===== config.mk =====
export PLATFORM = sky130hd
export DESIGN_NAME = pal_cell
export DESIGN_NICKNAME = d
export VERILOG_FILES = /design/src/hdl/pal_pkg.sv /design/src/hdl/pal_cell.sv
export SDC_FILE = /design/constraint.sdc
export NUM_CORES = 1
export LEC_CHECK = 0
export BUFFER_PORTS_ARGS = -buffer_cell sky130_fd_sc_hd__buf_2
export CORE_MARGIN = 5
export CORE_UTILIZATION = 30
export CTS_BUF_LIST = sky130_fd_sc_hd__clkbuf_2
export CTS_CLUSTER_SIZE = 8
export DETAILED_ROUTE_END_ITERATION = 12
export GPL_TIMING_DRIVEN = 0
export SLEW_MARGIN = 0
export SYNTH_ARGS = -nofsm -noshare
export SYNTH_HDL_FRONTEND = slang
export SYNTH_SLANG_ARGS = --single-unit

===== constraint.sdc =====
create_clock -name clk -period 3.74 [get_ports clk]
set_input_delay 0.561 -clock clk [delete_from_list [all_inputs] [get_ports clk]]
set_output_delay 0.561 -clock clk [all_outputs]
set_load 0.005 [all_outputs]

===== src/hdl/pal_pkg.sv =====
// ----------------------------------------------------------------------------
// pal_pkg
// Shared types and constants for the positional array list: opcodes, the
// per-cell command broadcast along the chain, and list sizing.
// ----------------------------------------------------------------------------
package pal_pkg;

    // list sizing (fixed by the 7-bit position and count fields)
    localparam int DEPTH     = 64;
    localparam int CNT_W     = 7;
    localparam int DATA_W    = 32;
    localparam int CAP_RESET = 64;

    // operation codes on the input channel
    typedef enum logic [1:0] {
        OP_READ   = 2'd0,
        OP_WRITE  = 2'd1,
        OP_INSERT = 2'd2,
        OP_REMOVE = 2'd3
    } op_t;

    // action every cell takes on each cycle
    typedef enum logic [1:0] {
        CELL_HOLD   = 2'd0,
        CELL_WRITE  = 2'd1,
        CELL_INSERT = 2'd2,
        CELL_REMOVE = 2'd3
    } cell_op_t;

    // command broadcast to the whole chain
    typedef struct packed {
        cell_op_t            op;
        logic [CNT_W-1:0]    slot;   // 0-based target position
        logic [DATA_W-1:0]   value;
    } cell_cmd_t;

endpackage


===== src/hdl/pal_cell.sv =====
// ----------------------------------------------------------------------------
// pal_cell
// One list entry. Holds a word and, on each cycle, keeps it, takes the
// broadcast value, or takes the word of its left or right neighbor.
// ----------------------------------------------------------------------------
module pal_cell #(
    parameter int INDEX = 0
) (
    input  logic                        clk,
    input  pal_pkg::cell_cmd_t          cmd,
    input  logic [pal_pkg::DATA_W-1:0]  left_data,
    input  logic [pal_pkg::DATA_W-1:0]  right_data,
    output logic [pal_pkg::DATA_W-1:0]  data,
    output logic [pal_pkg::DATA_W-1:0]  tap_data
);
    import pal_pkg::*;

    logic [CNT_W-1:0]  my_idx;
    logic [DATA_W-1:0] data_reg;
    logic [DATA_W-1:0] data_next;

    assign my_idx = CNT_W'(INDEX);

    // next word for this cell
    always_comb
    begin
        data_next = data_reg;
        case (cmd.op)
            CELL_WRITE:
            begin
                if (my_idx == cmd.slot)
                    data_next = cmd.value;
            end
            CELL_INSERT:
            begin
                if (my_idx > cmd.slot)
                    data_next = left_data;
                else if (my_idx == cmd.slot)
                    data_next = cmd.value;
            end
            CELL_REMOVE:
            begin
                if (my_idx >= cmd.slot)
                    data_next = right_data;
            end
            default:
            begin
                data_next = data_reg;
            end
        endcase
    end

    // entry storage, undefined until written
    always_ff @(posedge clk)
    begin
        data_reg <= data_next;
    end

    assign data     = data_reg;
    // read tap: only the addressed cell drives a nonzero word
    assign tap_data = (my_idx == cmd.slot) ? data_reg : '0;

endmodule


# ---- Word level (Yosys, flattened, before mapping)
# Cells that the tools add are included.
dict set report word_totals {
  ff_bits 32
  inputBits 106
  out_inout_bits 64
  elab_cells 15
}
dict set report classes {
  magnitude_cmp 2
  n_eq_ne 4
  muxes 5
  reduce_logical 3
}
# cell count
set op_table {}
lappend op_table {{32-bit two-way mux} 4}
lappend op_table {{32-bit one-hot mux with 3 select lines} 1}
lappend op_table {{1-bit by 7-bit greater-or-equal comparator with 1-bit output, first input constant} 1}
lappend op_table {{1-bit by 7-bit > comparator with 1-bit output, first input constant} 1}
lappend op_table {{7-bit logical NOT} 1}
lappend op_table {{2-bit equality test, second input constant} 2}
lappend op_table {{3-bit nonzero test} 1}
lappend op_table {{2-bit by 1-bit equality test with 1-bit output, second input constant} 1}
lappend op_table {{2-bit inequality test, second input constant} 1}
lappend op_table {{2-bit AND reduction} 1}

# ---- Depth between registers and ports, before layout
# Gate-level depths: netlist of run 1.
dict set report depth {
  depth_word 4
  mapped_depth 7
  mapped_depth_nobuf 5
}

# ---- Least setup slack after synthesis of run 1
# OpenSTA, ideal clock, no wires.
dict set report synth_path {
  kind {in2reg}
  startpoint {input port cmd[39] in the netlist's numbering}
  endpoint {register data_reg[0] (netlist: data[0]), enable pin}
  setup_ns 0.425
  arrival_ns 2.555
  t_required_ns 3.315
  path_slack_ns 0.760
  path_stages 4
  n_path_buf 2
  path_cell_list {ha_1 -> buf_2 -> clkbuf_1 -> o21ai_1}
}
dict set report synth_via {
  elab_chain_cells 3
  elab_cells_between_ends 6
  cone_classes {eq/ne: 4; reduce/logical: 2}
}
# item line
set synth_rtl {}
lappend synth_rtl {{start: declaration} pal_cell.sv:10} ;# input pal_pkg::cell_cmd_t cmd,
lappend synth_rtl {{2-bit equality test or 2-bit by 1-bit equality test with 1-bit output (tied branches)} pal_cell.sv:28} ;# case (cmd.op)
lappend synth_rtl {{2-bit inequality test (no line) or 3-bit nonzero test (tied branches)} -}
lappend synth_rtl {{2-bit AND reduction (no line) (*)} -}
lappend synth_rtl {{end signal: assignment} pal_cell.sv:56} ;# data_reg <= data_next;
lappend synth_rtl {{end: declaration} pal_cell.sv:19} ;# logic [DATA_W-1:0] data_reg;
# Mark *: on every way between the ends. The rest lies on a longest branch, timed or not.
# A chain may end at the register's enable or synchronous reset.

# ---- Worst setup path after layout of run 1
dict set report layout_path {
  startpoint {input port cmd[32] in the netlist's numbering}
  endpoint {output port tap_data[13] in the netlist's numbering}
}
dict set report layout_via {
  elab_chain_cells 2
}
# item line
set layout_rtl {}
lappend layout_rtl {{7-bit logical NOT} pal_cell.sv:61} ;# assign tap_data = (my_idx == cmd.slot) ? data_reg : '0;
lappend layout_rtl {{32-bit two-way mux} pal_cell.sv:61}
lappend layout_rtl {{end: declaration} pal_cell.sv:14} ;# output logic [pal_pkg::DATA_W-1:0] tap_data
# No other way between the ends.

==> run metrics, run 1 <==
outcome completed; Max Clock Freq 400 MHz; Total GRT Usage 0.179; Ys Warns 0; HP Class input pin to flip-flop; Worst VDD drop 102 uV; total negative setup slack 0 ps; Setup-failing EPs final 0; final worst slack 1240 ps; Routed WL 8.01 mm; clock share of power 0.194; area of the multi-input gates 1020 sq um; Slew Viols, Final 0; layout cells sized above 1 0.480; nets@finish 483; routability cong. 0.765; Yosys top cell area share 0.449; drt pass-1 iters 4; Psw 0.251 mW; Leak Pwr 1.52 nW; Rel. slew slack 0.623; GRT overflow 0; CORE AREA 6870 sq um; number of flops mapped to enable cells by yosys 32; Sw Ratio 0.300; Port Buffers 137; post-synthesis sequential area ratio 0.449; DR vias/cell 5.06; area leader, netlist edfxtp_1; crit path max fanout 10; Crit Path Category input pin to output port; num ports 170; Vias 2385; P&R area growth vs syn 41.1%; Worst-Skew Late Latency 360 ps; Post-synth ARST share 0; Core Util, Final 0.440; Mapped Avg Cell Area 9.31 sq um; Setup crit end kind output port; register area 961 sq um; WP data arrival 1940 ps; Syn Inst Count 230; ys flop type edfxtp_1; Int Power 0.587 mW; Tightest Pin Transition 563 ps; initial antenna violation count 0; vias in the first global route 2390; die width 94.5 um; CP peak stage delay 450 ps; CTS Buf Count 5; diode count 0; Placement Cell Area 2990 sq um; Distinct cells, synth 18; CP max stage cell clkbuf_1; Comb power frac 0.244; Tot Pwr 0.838 mW; part of the cycle the worst path needs 0.668; Die Y 94.5 um; power density over the cells 277 nW/um^2; Net Count, Synth 338; sequential power share 0.562; clk_skew 0 ps; Place WS 1270 ps; clk slew on worst S/H paths 160 ps; H-tree Lvls 2; root buf cell clkbuf_2; Layout fillers 730; CTS tree built; final hold viol count 0; register bit total from synthesis 32; RSZ-0062 raised after global routing false; first-pass GRT wire length 12.3 mm; largest cells by area after synthesis edfxtp_1 (45%), nand2_1 (11%), and3_1 (9.3%), nand4_1 (9.3%), o211ai_1 (7.7%); Routed Antenna Nets 0; Tmin final 2500 ps; max_cap viols 0; cell chain of the critical path buf_2 > nor3_2 > buf_2 > clkbuf_1 > and3_1 > buf_2; Hold Path Stages 3; required time of the critical path 3180 ps; most frequent CP cell buf_2; row count 30; DR iter-0 viols 115; Largest register FFs 32; Startpoint Class input pin; Gates resized, CTS repair 0; Sink Count 32; worst r2r path cells 2; Mapped Area 2140 sq um; post-route cell area 3020 sq um; CTS Buffer Depth 2; Setup Buffers After CTS 0; largest net degree at the start of global routing 20; CTS Hold Bufs 0; Initial Util 0.312; placed wire-length estimate 5.99 mm; DR DRC count 0; die area 8930 sq um; WL/cell 17.0 um
==> cells in the mapped netlist, drive strengths merged (2+ instances only) <==
cell type   n
edfxtp     32
o211ai     32
nand2      64
and3       32
ha          2
nand4      32
buf        22
clkbuf      7
==> layer usage <==
layer / vias up / GRT usage / share of wire
met1: 1133 / 0.230 / 0.45
met2: 96 / 0.302 / 0.48
met3: 6 / 0.0406 / 0.068
li1: 1150 / - / -
met5: - / 0 / 0
met4: 0 / 0.0469 / 0.0066
==> through the flow <==
| step | hold WS (ps) | cells |
|---|---|---|
| 2_1_floorplan | 638 | 230 |
| 6_report | 465 | 471 |
| 3_5_place_dp | 643 | 464 |
| 4_1_cts | 435 | 471 |
| 5_1_grt | 435 | 471 |
| 3_3_place_gp | 629 | 463 |
==> final cells by class <==
cell class / instances / area share
flip-flops and latches: 32 / 0.318
plain buffers: 29 / 0.0555
well taps: 96 / 0.0398
clock buffers: 6 / 0.00994
clock inverters: 1 / 0.00166
repair buffers: 138 / 0.236
inverters: 1 / 0.00124
multi-input cells: 168 / 0.338
==> worst max-delay path, delay by kind of cell <==
family / cells / cell delay (ps)
buf+inv: 4 / 920
simple gates: 2 / 460
==> power groups by stage <==
stage | Sequential [mW] | Combinational [mW] | Clock, mW
after floorplan | 0.479 | 0.0890 | 0
after global placement | 0.481 | 0.194 | 0
after detailed placement | 0.479 | 0.207 | 0
after CTS | 0.471 | 0.207 | 0.173
after global routing | 0.476 | 0.226 | 0.184
final | 0.470 | 0.204 | 0.163
==> logic make-up after synthesis <==
| logic type | after synthesis | synth area share |
|---|---|---|
| AOI/OAI and AO/OA | 33 | 0.138 |
| and+or+nand+nor | 133 | 0.322 |
| buffers and inverters | 30 | 0.0800 |
| adders and majority gates | 2 | 0.0117 |
| DFF | 32 | 0.449 |
==> worst paths after layout <==
check                                    start           end  slack (ps)
worst max-delay path                   cmd[32]  tap_data[13]        1240
worst min-delay path            right_data[14]      data[14]         470
worst min register to register        data[14]      data[14]         670
worst max register to register        data[25]      data[25]        2880
==> placed cells by master, fill, tap and decap left out, types with 2 or more instances in the layout <==
master	count
o211ai_1	22
and3_1	32
clkbuf_1	7
o211ai_2	10
edfxtp_1	32
ha_1	2
nand2_1	64
nand4_1	32
buf_2	151
clkbuf_2	6
buf_4	5
buf_6	3
(Power assumes the default switching activity.)
==> run 2: changes to the inputs <==
--- a/config.mk
+++ b/config.mk
@@ -12,6 +12,7 @@
 export CTS_CLUSTER_SIZE = 8
 export DETAILED_ROUTE_END_ITERATION = 12
 export GPL_TIMING_DRIVEN = 0
+export PLACE_DENSITY = 0.66
 export SLEW_MARGIN = 0
 export SYNTH_ARGS = -nofsm -noshare
 export SYNTH_HDL_FRONTEND = slang
==> constraint.sdc (replaced) <==
create_clock -name clk -period 2.1 [get_ports clk]
set_input_delay 0.315 -clock clk [delete_from_list [all_inputs] [get_ports clk]]
set_output_delay 0.315 -clock clk [all_outputs]
set_load 0.005 [all_outputs]
==> run 2 against run 1 <==
Net effect:
- power grew 94%
- core utilization is essentially flat
- die area is the same
- sequential cell count is the same
- setup slack lost 1100 ps
- cell count is the same
- global-route usage shrank 0.64 points
- cell area is essentially flat
- clock skew is the same
- wire length grew 1.1%
- sequential power grew 79%
- critical endpoint is now data[10]
==> run metrics, run 2 (same netlist as run 1, synthesis figures left out) <==
outcome completed; final hold viol count 0; clk slew on worst S/H paths 190 ps; part of the cycle the worst path needs 0.944; CTS Hold Bufs 0; Tightest Pin Transition 1100 ps; Port Buffers 137; clk_skew 0 ps; Place WS -328 ps; WP data arrival 2000 ps; Setup-failing EPs final 0; crit path max fanout 32; Final Non-Filler Cells 471; CTS Buf Count 5; Startpoint Class input pin; DR iter-0 viols 118; Slew Viols, Final 0; Setup crit end kind flip-flop; crit path from cmd[39]; routability cong. 0.736; P&R area growth vs syn 41.1%; Placement Cell Area 2960 sq um; nets@finish 482; Initial Util 0.312; Layout fillers 725; RSZ-0062 raised after global routing false; initial antenna violation count 0; Rel. slew slack 0.267; Sink Count 32; CORE AREA 6870 sq um; worst reg2reg path startpoint data[20]; HP Class input pin to flip-flop; GRT overflow 0; Core Util, Final 0.440; power density over the cells 536 nW/um^2; Max Clock Freq 504 MHz; Psw 0.470 mW; num ports 170; die width 94.5 um; first-pass GRT wire length 11.9 mm; Tmin final 1980 ps; H-tree Lvls 2; Die Y 94.5 um; Leak Pwr 1.52 nW; Crit Path Category input pin to flip-flop; sequential power share 0.518; DR DRC count 0; root buf cell clkbuf_2; hold slack 216 ps; Routed Antenna Nets 0; Vias 2402; vias in the first global route 2343; post-route cell area 3020 sq um; Worst-Skew Late Latency 370 ps; commonest cells after routing, fill and taps aside buf_2 (151), nand2_1 (64), nand4_1 (32), and3_1 (32), edfxtp_1 (32); layout cells sized above 1 0.477; row count 30; final worst slack 118 ps; commonest non-fill, non-tap cell in the layout buf_2; placed wire-length estimate 5.98 mm; WL/cell 17.2 um; die area 8930 sq um; Largest register FFs 32; R2R setup slack 1230 ps; CTS Buffer Depth 2; CTS tree built; Worst VDD drop 214 uV; diode count 0; Routed WL 8.10 mm; DR vias/cell 5.10; clock share of power 0.263; Sw Ratio 0.290; required time of the critical path 2120 ps; Total GRT Usage 0.172; Comb power frac 0.219; worst r2r path cells 2; drt pass-1 iters 5; capture point of the worst path data[10]; RR Endpoint data[20]; DP Cell Count 463; largest net degree at the start of global routing 33; max_cap viols 0; Int Power 1.15 mW
## run 2: changes by cell type in the layout (fill, tap and decap cells not counted)
cell       delta
bufinv_16     +1
clkinv_2      -1
clkinv_1      +2
clkbuf_1      -1
buf_16        -1
## run 2: worst min path at each step
stage | to | slack, ps | startpoint | depth (start not counted)
2_1_floorplan | data[10] | 510 | right_data[10] | 2
6_report | data[3] | 220 | right_data[3] | 3
3_5_place_dp | data[22] | 600 | right_data[22] | 3
3_3_place_gp | data[14] | 590 | right_data[14] | 3
4_1_cts | data[22] | 190 | right_data[22] | 3
5_1_grt | data[25] | 170 | right_data[25] | 3
## run 2: per-stage QoR
step	total power, mW	TNS, ps
after global placement	1.20	-9210
after floorplan	1.01	0
after detailed placement	1.21	-10450
after CTS	1.64	0
after global routing	1.70	0
final	1.62	0
## run 2: final cells by class
cell class	instances	area, sq um	area share
clock buffer	5	25.0	0.00828
sequential	32	961	0.318
clock inverter	3	37.5	0.0124
inverter	1	3.75	0.00124
timing repair buffer	137	686	0.227
multi-input combinational	168	1020	0.338
buffer	29	169	0.0559
tap	96	120	0.0397
## run 2: routing by layer
metal	wire, um	vias to the layer above	part of all wire	global-route usage
met3	685	8	0.085	0.0478
li1	-	1152	-	-
met1	3560	1126	0.44	0.223
met2	3790	116	0.47	0.285
met4	59	0	0.0073	0.0421
met5	0	-	0	0
## run 2: critical path: stages
cell	delay [ps]
buf_2	110
ha_1	180
buf_2	170
clkbuf_1	280
o21ai_4	920
## run 2: what timing repair did
action / 4_1_cts / 5_1_grt
gates resized for setup: 0 / 2
setup endpoints to repair: 0 / 8
buffers inserted: 0 / 0
## run 2: power by group through the flow
stage | Combinational [mW] | Sequential [mW] | Clock [mW]
2_1_floorplan | 0.163 | 0.851 | 0
3_3_place_gp | 0.350 | 0.852 | 0
4_1_cts | 0.359 | 0.840 | 0.436
5_1_grt | 0.389 | 0.850 | 0.465
6_report | 0.355 | 0.840 | 0.427
3_5_place_dp | 0.358 | 0.854 | 0
